===== src/rtl/dft_pkg.sv =====
// Package: types and codes for the DNS forward transaction table.
`default_nettype none
package dft_pkg;

    localparam logic [1:0] CMD_FORWARD = 2'd0;
    localparam logic [1:0] CMD_REPLY   = 2'd1;
    localparam logic [1:0] CMD_SWEEP   = 2'd2;
    localparam logic [1:0] CMD_UNUSED  = 2'd3;

    localparam logic [2:0] KIND_FORWARDED = 3'd0;
    localparam logic [2:0] KIND_RELAY     = 3'd1;
    localparam logic [2:0] KIND_UNKNOWN   = 3'd2;
    localparam logic [2:0] KIND_RESEND    = 3'd3;
    localparam logic [2:0] KIND_TIMEOUT   = 3'd4;
    localparam logic [2:0] KIND_IDLE      = 3'd5;

    localparam logic [31:0] RESEND_MS_RESET = 32'd1500;
    localparam logic [31:0] DROP_MS_RESET   = 32'd4000;

    localparam logic [0:0] REG_RESEND_MS = 1'd0;
    localparam logic [0:0] REG_DROP_MS   = 1'd1;

    // slot record as stored in the table RAM
    typedef struct packed {
        logic [1:0]  tries;
        logic [15:0] our_id;
        logic [15:0] orig_id;
        logic [31:0] client_ip;
        logic [15:0] client_port;
        logic [31:0] sent_ms;
        logic        has_copy;
    } slot_rec_t;

    localparam int REC_W = $bits(slot_rec_t);

    typedef struct packed {
        logic [1:0]  cmd;
        logic [31:0] now_ms;
        logic [15:0] txn_id;
        logic [31:0] client_ip;
        logic [15:0] client_port;
        logic        copy_kept;
    } in_item_t;

    typedef struct packed {
        logic [2:0]  kind;
        logic [5:0]  slot;
        logic [15:0] new_id;
        logic [15:0] orig_id;
        logic [31:0] reply_ip;
        logic [15:0] reply_port;
        logic        reused_oldest;
        logic [31:0] timeouts_total;
        logic [31:0] overflows_total;
        logic        last;
    } out_item_t;

    // controller -> datapath commands
    typedef struct packed {
        logic load;      // capture input item, clear scan state
        logic scan;      // read data for current index is valid, evaluate
        logic commit;    // perform the write decided by the scan
        logic emit;      // register the result item
        logic emit_last; // the emitted result is the last one
        logic idle_res;  // emit the held sweep result, or an idle result
    } dft_cmd_t;

    // datapath -> controller status
    typedef struct packed {
        logic scan_done; // last index evaluated
        logic sweep_hit; // current sweep slot produces a result
        logic sweep_any; // a sweep result is held
        logic out_full;  // output register occupied and stalled
    } dft_stat_t;

endpackage
`default_nettype wire


===== src/rtl/dft_ctrl.sv =====
// Controller state machine: sequences load, scan, commit and result emission.
`default_nettype none
module dft_ctrl (
    input  wire logic             clk,
    input  wire logic             rst_n,
    input  wire logic             in_fire,
    input  wire logic [1:0]       cmd,
    input  wire dft_pkg::dft_stat_t stat,
    output dft_pkg::dft_cmd_t     ctl,
    output logic                  busy
);
    typedef enum logic [4:0] {
        ST_IDLE   = 5'b00001,
        ST_PRIME  = 5'b00010,
        ST_SCAN   = 5'b00100,
        ST_COMMIT = 5'b01000,
        ST_FINISH = 5'b10000
    } state_t;

    state_t state_reg, state_next;
    logic [1:0] cmd_reg, cmd_next;

    always_ff @(posedge clk or negedge rst_n)
    begin
        if (!rst_n)
        begin
            state_reg <= ST_IDLE;
            cmd_reg   <= dft_pkg::CMD_FORWARD;
        end
        else
        begin
            state_reg <= state_next;
            cmd_reg   <= cmd_next;
        end
    end

    always_comb
    begin
        state_next = state_reg;
        cmd_next   = cmd_reg;
        ctl        = '0;
        busy       = 1'b1;
        unique case (state_reg)
            ST_IDLE:
            begin
                busy = 1'b0;
                if (in_fire)
                begin
                    ctl.load = 1'b1;
                    cmd_next = cmd;
                    if (cmd == dft_pkg::CMD_UNUSED)
                    begin
                        state_next = ST_FINISH;
                    end
                    else
                    begin
                        state_next = ST_PRIME;
                    end
                end
            end
            ST_PRIME:
            begin
                // first RAM read in flight
                state_next = ST_SCAN;
            end
            ST_SCAN:
            begin
                if (cmd_reg == dft_pkg::CMD_SWEEP)
                begin
                    // a new hit pushes the held result out, so it needs a free output
                    if (!(stat.sweep_hit && stat.sweep_any && stat.out_full))
                    begin
                        ctl.scan = 1'b1;
                        if (stat.sweep_hit && stat.sweep_any)
                        begin
                            ctl.emit = 1'b1;
                        end
                        if (stat.scan_done)
                        begin
                            state_next = ST_FINISH;
                        end
                    end
                end
                else
                begin
                    ctl.scan = 1'b1;
                    if (stat.scan_done)
                    begin
                        state_next = ST_COMMIT;
                    end
                end
            end
            ST_COMMIT:
            begin
                if (!stat.out_full)
                begin
                    ctl.commit    = 1'b1;
                    ctl.emit      = 1'b1;
                    ctl.emit_last = 1'b1;
                    state_next    = ST_IDLE;
                end
            end
            ST_FINISH:
            begin
                if (!stat.out_full)
                begin
                    ctl.idle_res  = 1'b1;
                    ctl.emit      = 1'b1;
                    ctl.emit_last = 1'b1;
                    state_next    = ST_IDLE;
                end
            end
            default:
            begin
                state_next = ST_IDLE;
            end
        endcase
    end
endmodule
`default_nettype wire


===== config.mk =====
export PLATFORM = sky130hd
export DESIGN_NAME = dft_ctrl
export DESIGN_NICKNAME = d
export VERILOG_FILES = /design/src/rtl/dft_pkg.sv /design/src/rtl/dft_ctrl.sv
export SDC_FILE = /design/constraint.sdc
export NUM_CORES = 1
export LEC_CHECK = 0
export BUFFER_PORTS_ARGS = -buffer_cell sky130_fd_sc_hd__buf_2
export CAP_MARGIN = 15
export CORE_MARGIN = 3
export CORE_UTILIZATION = 35
export DETAILED_ROUTE_END_ITERATION = 8
export MAX_ROUTING_LAYER = met4
export PLACE_DENSITY = 0.59
export SLEW_MARGIN = 20
export SYNTH_ARGS = -nofsm -noshare
export SYNTH_HDL_FRONTEND = slang
export SYNTH_SLANG_ARGS = --single-unit

===== constraint.sdc =====
create_clock -name clk -period 1.9 [get_ports clk]
set_clock_uncertainty 0.2 [all_clocks]
set_input_delay 0.095 -clock clk [delete_from_list [all_inputs] [get_ports clk]]
set_output_delay 0.095 -clock clk [all_outputs]
set_load 0.01 [all_outputs]

==> results of run 1 <==
per-layer routing:
| layer | wire [microns] | GRT usage | vias to the layer above |
|---|---|---|---|
| met4 | 16 | 0.07229 | 0 |
| met3 | 75 | 0.01245 | 2 |
| met2 | 471 | 0.1715 | 15 |
| li1 | - | - | 236 |
| met5 | 0 | - | - |
| met1 | 498 | 0.1360 | 202 |
synth_stat cells (all sizes together):
| cell | n | share of area |
|---|---|---|
| a211oi | 2 | 0.030 |
| a32o | 2 | 0.040 |
| and3 | 1 | 0.012 |
| and4b | 2 | 0.040 |
| and4bb | 1 | 0.025 |
| buf | 2 | 0.037 |
| dfrtp | 6 | 0.30 |
| dfstp | 1 | 0.052 |
| inv | 2 | 0.015 |
| mux2 | 3 | 0.067 |
| nand2 | 2 | 0.015 |
| nand2b | 3 | 0.052 |
| nand3 | 3 | 0.030 |
| nor2 | 9 | 0.072 |
| nor3b | 1 | 0.015 |
| nor4 | 1 | 0.042 |
| nor4b | 1 | 0.017 |
| nor4bb | 1 | 0.020 |
| o21ai | 2 | 0.020 |
| o22ai | 1 | 0.025 |
| o311ai | 1 | 0.017 |
| o41ai | 1 | 0.017 |
| or4 | 1 | 0.022 |
| xnor2 | 1 | 0.017 |
metrics by stage:
stage          worst slack, ns  power, mW   TNS [ns]  instance area [sq um]  hold slack (ns)
6_report               0.05939     0.8510          0                  685.7         0.005613
5_1_grt              -0.002348     0.9240  -0.002348                  685.7          0.01816
4_1_cts                0.01619     0.8251          0                  661.9        0.0007468
2_1_floorplan           0.2068     0.5778          0                  503.0          -0.4006
3_5_place_dp            0.1195     0.6722          0                  578.1          -0.2669
3_3_place_gp            0.1240     0.6717          0                  578.1          -0.2649
power by group:
group / switching (mW) / internal (mW) / leakage, nW
Clock: 0.0489 / 0.0798 / 0.0150
Combinational: 0.209 / 0.210 / 0.220
Sequential: 0.0856 / 0.218 / 0.0839
area by class of cell:
class                      count  area, sq um
inverter                       2        7.507
clock buffer                   4        26.28
timing repair buffer          21        132.6
fill                         119        631.9
tap                           15        18.77
multi-input combinational     39        320.3
sequential                     7        180.2
final timing paths:
kind	from	end	slack, ns	depth (start not counted)
worst max-delay path	state_reg[0]	busy	0.06	3
worst min-delay path	rst_n	cmd_reg[1]	0.006	2
worst max register to register	state_reg[0]	state_reg[4]	0.15	4
worst min register to register	cmd_reg[0]	cmd_reg[0]	0.28	1
max in group asynchronous	rst_n	state_reg[0]	1.27	2
min in group clk	stat[0]	state_reg[3]	0.16	4
worst register-to-register path: stages (launching register included):
cell	delay, ns
dfstp_2	0.58
nor2_4	0.06
and3_1	0.21
a211oi_1	0.23
mux2_1	0.35
cells by family (layout without fill, tap and decap cells):
logic type | after synthesis | in the layout | share of synthesized area
flip-flops | 7 | 7 | 0.3507
XOR/XNOR | 1 | 1 | 0.01742
AO/OA/AOI/OAI | 9 | 9 | 0.1492
multiplexers | 3 | 3 | 0.06716
AND/OR/NAND/NOR | 26 | 26 | 0.3632
buffers and inverters | 4 | 27 | 0.05225
repair_timing:
action                                  CTS  global route
endpoints found under the setup margin    1             2
gates resized for setup                   2             5
hold buffers                              5             0
gates cloned                              0             0
hold endpoints to repair                 12             0
buffers inserted                          0             1
==> flow_summary.json, run 1 <==
{
  "crit_type": "reg -> out",
  "place_hpwl_microns": 824.7,
  "synth_area_sq_um": 503.0,
  "synth_cell_types": 27,
  "wl_per_cell_microns": 12.06,
  "io_pins": 16,
  "rows": 13,
  "final.min_clock_period_ns": 1.841,
  "path_cells": "nand2b_1, or4_4, buf_2",
  "drtIter0Drc": 7,
  "layout_common_cells": "buf_2 (15), nor2_1 (7), dlygate4sd3_1 (5)",
  "nets": 83,
  "clk_pin_slew_ns": 0.05,
  "track_usage": 0.1115,
  "grt_max_degree": 11,
  "vdd_drop_max_mv": 0.6263,
  "clock_latency_ns": 0.24,
  "crit_fanout": 5,
  "place.gp.congestion": 0.7324,
  "hold_class": "in -> async",
  "cts_root_buf": "clkbuf_4",
  "die_area_sq_um": 1928,
  "largest_reg_flops": 5,
  "dp_cells": 78,
  "cts_tree": "yes",
  "p_per_area_nw_per_um2": 1241,
  "post-route-util": 0.5204,
  "yosysSeqAreaShare": 0.3507,
  "required_ns": 1.60,
  "finalCritPeriodShare": 0.9687,
  "start_util": 0.3818,
  "yosys_warnings": 0,
  "vias_per_cell": 5.170,
  "routed_wl_mm": 1.061,
  "vias": 455,
  "p_leak_nw": 0.3187,
  "drv_slew": 0,
  "outcome": "completed",
  "end_kind": "primary output",
  "cp_slowest_stage_delay_ns": 0.58,
  "cts_num_sinks": 7,
  "grt_pass1_vias": 395,
  "final_hold_viol_count": 0,
  "relSlewSlack": 0.8017,
  "worstMarginPinSlew_ns": 0.2953,
  "start_kind": "register",
  "syn_area_per_cell_sq_um": 10.06,
  "critPathSlowestCell": "dfstp_2",
  "path_buf_inv": 1,
  "die_x_microns": 43.91,
  "coreArea_sq_um": 1318,
  "synthesis.nets": 59,
  "num_antenna_cells": 0,
  "crit_family": "flip-flops",
  "final_layout_size_suffix_gt1_frac": 0.4247,
  "die_y_microns": 43.91,
  "fmax_ghz": 0.5433,
  "grt_pass1_wl_mm": 1.559,
  "finalSetupViolCount": 0,
  "drc": 0,
  "maxCapViolations": 0,
  "clock_path_buffers": 2,
  "first_pass_iters": 4,
  "antenna_found_initial": 0,
  "areaGrowthSynthToFinish_pct": 36.32,
  "ant_nets": 0,
  "arrival_ns": 1.55,
  "final_cell_count_no_fill": 88,
  "synth_cells": 50,
  "htreeDepth": 1,
  "synth_seq_cells": 7,
  "final_common_cell": "buf_2",
  "grt_overflow": 0,
  "numPortBuffers": 15,
  "numCtsBuffers": 3
}
Note: power is estimated with default switching activity, not from simulation.
==> inputs of run 2 (changes only) <==
--- a/config.mk
+++ b/config.mk
@@ -11,7 +11,7 @@
 export CORE_UTILIZATION = 35
 export DETAILED_ROUTE_END_ITERATION = 8
 export MAX_ROUTING_LAYER = met4
-export PLACE_DENSITY = 0.59
+export PLACE_DENSITY = 0.66
 export SLEW_MARGIN = 20
 export SYNTH_ARGS = -nofsm -noshare
 export SYNTH_HDL_FRONTEND = slang
==> flow_summary.json, run 2 (synthesis gave the netlist of run 1 again) <==
{
  "p_seq_frac": 0.354,
  "largest_reg_flops": 5,
  "switching_share": 0.4066,
  "cts_tree": "yes",
  "grt_pass1_wl_mm": 1.725,
  "clock_path_buffers": 2,
  "place.gp.congestion": 0.7486,
  "maxCapViolations": 0,
  "dr_wl_met3_microns": 74,
  "drc": 0,
  "required_ns": 1.60,
  "relSlewSlack": 0.7988,
  "crit_fanout": 4,
  "final_common_cell": "buf_2",
  "clk_pin_slew_ns": 0.05,
  "timing.hold.ws_ns": 0.01505,
  "power_frac_clock": 0.152,
  "top_layer_used": "met3",
  "first_pass_iters": 4,
  "final_hold_viol_count": 0,
  "rsz0062_at_grt": "false",
  "wl_per_cell_microns": 12.39,
  "vias_per_cell": 5.375,
  "place_hpwl_microns": 830.6,
  "pwr-share-comb": 0.493,
  "htreeDepth": 1,
  "grt_pass1_vias": 420,
  "drv_slew": 0,
  "nets": 83,
  "drtIter0Drc": 4,
  "wirelength_met1_microns": 510,
  "clock_latency_ns": 0.24,
  "fmax_ghz": 0.5463,
  "grt_max_degree": 11,
  "setup_tns_ns": 0,
  "finalSetupViolCount": 0,
  "rows": 13,
  "final_layout_size_suffix_gt1_frac": 0.4247,
  "p_leak_nw": 0.3187,
  "worstMarginPinSlew_ns": 0.2995,
  "vias": 473,
  "track_usage": 0.1255,
  "coreArea_sq_um": 1318,
  "crit_type": "reg -> out",
  "p_per_area_nw_per_um2": 1248,
  "vdd_drop_max_mv": 0.7268,
  "power.internal_mw": 0.5079,
  "power_switching_mw": 0.3481,
  "numPortBuffers": 15,
  "ant_nets": 0,
  "io_pins": 16,
  "rr_worst_depth": 4,
  "numCtsBuffers": 3,
  "end_kind": "primary output",
  "final.min_clock_period_ns": 1.831,
  "areaGrowthSynthToFinish_pct": 36.32,
  "routed_wl_mm": 1.090,
  "arrival_ns": 1.54,
  "die_area_sq_um": 1928,
  "finalCritPeriodShare": 0.9634,
  "start_kind": "register",
  "die_x_microns": 43.91,
  "hold_class": "in -> async",
  "layout_common_cells": "buf_2 (15), nor2_1 (7), dlygate4sd3_1 (5)",
  "wl_met2_microns": 505,
  "num_antenna_cells": 0,
  "antenna_found_initial": 0,
  "grt_overflow": 0,
  "outcome": "completed",
  "die_y_microns": 43.91,
  "start_util": 0.3818,
  "cts_root_buf": "clkbuf_4",
  "cts_num_sinks": 7
}
[run 2: cell counts in the layout (fill, tap and decap cells not counted)]
No cell type changed its count.
[run 2: per-layer routing]
layer | track usage | vias up
met5 | - | -
met4 | 0.07229 | 0
met3 | 0.02490 | 0
met2 | 0.1860 | 17
met1 | 0.1566 | 219
li1 | - | 237
[run 2: repair_timing]
item	CTS	global route
buffers inserted	0	1
endpoints found under the setup margin	1	2
resized for setup	2	5
hold endpoints to repair	12	0
hold buffers	5	0
gates cloned	0	0
[run 2: power by group through the flow]
stage | registers [mW] | clock network (mW) | logic, mW
floorplan | 0.262 | 0 | 0.316
global placement | 0.295 | 0 | 0.372
detailed placement | 0.296 | 0 | 0.376
CTS | 0.298 | 0.136 | 0.392
global route | 0.316 | 0.149 | 0.463
finish | 0.303 | 0.130 | 0.422
[run 2: path summary, 6_finish.rpt]
path / start / slack [ns] / endpoint
min in group clk: stat[0] / 0.15 / state_reg[1]
max in group asynchronous: rst_n / 1.26 / state_reg[0]
worst max register to register: state_reg[0] / 0.13 / state_reg[4]
worst max-delay path: state_reg[0] / 0.07 / busy
worst min register to register: cmd_reg[0] / 0.28 / cmd_reg[0]
worst min-delay path: rst_n / 0.02 / state_reg[2]
[run 2: through the flow]
step	power [mW]	setup WS (ns)	utilization	area [sq um]	cells
4_1_cts	0.8260	0.03135	0.5024	661.9	87
3_5_place_dp	0.6718	0.1010	0.4387	578.1	78
6_report	0.8560	0.06946	0.5204	685.7	88
5_1_grt	0.9273	0.008625	0.5204	685.7	88
2_1_floorplan	0.5778	0.2068	-	503.0	50
3_3_place_gp	0.6665	0.1451	0.4387	578.1	78
[run 2: layout make-up]
class,instances,area (sq um)
clock buffer,4,26.28
multi-input combinational,39,320.3
tap,15,18.77
sequential,7,180.2
inverter,2,7.507
timing repair buffer,21,132.6
fill,127,631.9
[run 2: critical path, cell delays in order (launching register included)]
cell	delay [ns]
dfstp_2	0.57
nand2b_1	0.10
or4_4	0.46
buf_2	0.16
==> inputs of run 3 (changes only) <==
==> constraint.sdc (replaced) <==
create_clock -name clk -period 2 [get_ports clk]
set_clock_uncertainty 0.2 [all_clocks]
set_input_delay 0.1 -clock clk [delete_from_list [all_inputs] [get_ports clk]]
set_output_delay 0.1 -clock clk [all_outputs]
set_load 0.01 [all_outputs]
==> flow_summary.json, run 3 (synthesis gave the netlist of run 1 again) <==
{
  "outcome": "completed",
  "ant_nets": 0,
  "path_buf_inv": 1,
  "clock_latency_ns": 0.24,
  "finalWorstSetupSlack_ns": 0.09632,
  "power_switching_mw": 0.3169,
  "cts_num_sinks": 7,
  "cts_tree": "yes",
  "crit_family": "flip-flops",
  "worst-path-stages": 4,
  "final_common_cell": "buf_2",
  "coreArea_sq_um": 1318,
  "crit_fanout": 8,
  "critPathSlowestCell": "dfrtp_1",
  "dp_slack_ns": 0.2010,
  "htreeDepth": 1,
  "post-route-util": 0.5024,
  "place.gp.congestion": 0.7486,
  "relSlewSlack": 0.7975,
  "clock_path_buffers": 2,
  "grt_pass1_wl_mm": 1.662,
  "pwr-share-comb": 0.474,
  "die_x_microns": 43.91,
  "nets": 82,
  "finalSetupViolCount": 0,
  "power_mw": 0.7791,
  "rr_startpoint": "state_reg[0]",
  "switching_share": 0.4068,
  "largest_reg_flops": 5,
  "layout_common_cells": "buf_2 (15), nor2_1 (7), dfrtp_1 (6), dlygate4sd3_1 (5)",
  "numPortBuffers": 15,
  "io_pins": 16,
  "rr_worst_depth": 4,
  "antenna_found_initial": 0,
  "fmax_ghz": 0.5253,
  "vdd_drop_max_mv": 0.6768,
  "clk_pin_slew_ns": 0.05,
  "place_hpwl_microns": 830.6,
  "drc": 0,
  "worstMarginPinSlew_ns": 0.3015,
  "p_leak_nw": 0.3120,
  "final.min_clock_period_ns": 1.904,
  "cp_slowest_stage_delay_ns": 0.47,
  "start_util": 0.3818,
  "power_frac_clock": 0.159,
  "die_y_microns": 43.91,
  "hold_class": "in -> async",
  "path_cells": "nor2_2, nand3_2, o41ai_1, buf_2",
  "final_layout_size_suffix_gt1_frac": 0.3611,
  "track_usage": 0.1212,
  "first_pass_iters": 2,
  "die_area_sq_um": 1928,
  "drv_slew": 0,
  "vias": 482,
  "grt_pass1_vias": 404,
  "num_antenna_cells": 0,
  "rows": 13,
  "rr_endpoint": "state_reg[4]",
  "finalCritPeriodShare": 0.9518,
  "end_kind": "primary output",
  "maxCapViolations": 0,
  "arrival_ns": 1.60,
  "p_per_area_nw_per_um2": 1177,
  "cts_root_buf": "clkbuf_4",
  "drtIter0Drc": 1,
  "crit_type": "reg -> out",
  "grt_max_degree": 11,
  "final_hold_viol_count": 0,
  "p_seq_frac": 0.367,
  "routed_wl_mm": 1.070,
  "areaGrowthSynthToFinish_pct": 31.59,
  "numCtsBuffers": 3,
  "vias_per_cell": 5.540,
  "start_kind": "register",
  "reg2reg_slack_ns": 0.20,
  "power.internal_mw": 0.4621,
  "grt_overflow": 0,
  "wl_per_cell_microns": 12.30,
  "required_ns": 1.70
}
[run 3: power groups by stage]
stage	registers [mW]	clock network (mW)	logic, mW
global route	0.297	0.142	0.410
floorplan	0.249	0	0.300
global placement	0.280	0	0.353
CTS	0.279	0.129	0.366
finish	0.286	0.124	0.369
detailed placement	0.281	0	0.357
[run 3: layout make-up]
cell class,instances,area (sq um)
sequential,7,176.4
fill,130,655.6
multi-input combinational,39,307.8
timing repair buffer,20,125.1
tap,15,18.77
inverter,2,7.507
clock buffer,4,26.28
[run 3: stage by stage]
stage / hold WS, ns / instances / cell area (sq um) / setup TNS, ns
2_1_floorplan: -0.3956 / 50 / 503.0 / 0
4_1_cts: 0.01042 / 87 / 654.4 / 0
3_5_place_dp: -0.2592 / 78 / 578.1 / 0
5_1_grt: 0.01644 / 87 / 661.9 / -0.006193
6_report: 0.01950 / 87 / 661.9 / 0
3_3_place_gp: -0.2619 / 78 / 578.1 / 0
[run 3: metal layers]
layer | vias to the layer above | global-route usage | share of wire
met4 | 0 | 0.07229 | 0
met1 | 229 | 0.1591 | 0.47
met3 | 0 | 0.02490 | 0.072
met5 | - | - | 0
li1 | 238 | - | -
met2 | 15 | 0.1686 | 0.46
[run 3: how the worst max path moves through the flow]
stage                     slack [ns]           end         start
after detailed placement        0.20  state_reg[4]  state_reg[0]
after CTS                       0.03        ctl[2]  state_reg[4]
after floorplan                 0.31  state_reg[4]  state_reg[0]
after global routing          -0.006        ctl[2]  state_reg[4]
after global placement          0.25  state_reg[4]  state_reg[0]
final                            0.1        ctl[2]  state_reg[4]
[run 3: timing repair]
item,4_1_cts,5_1_grt
setup endpoints to repair,0,1
buffers inserted,0,0
endpoints found under the hold margin,12,0
resized for setup,0,2
hold buffers,5,0
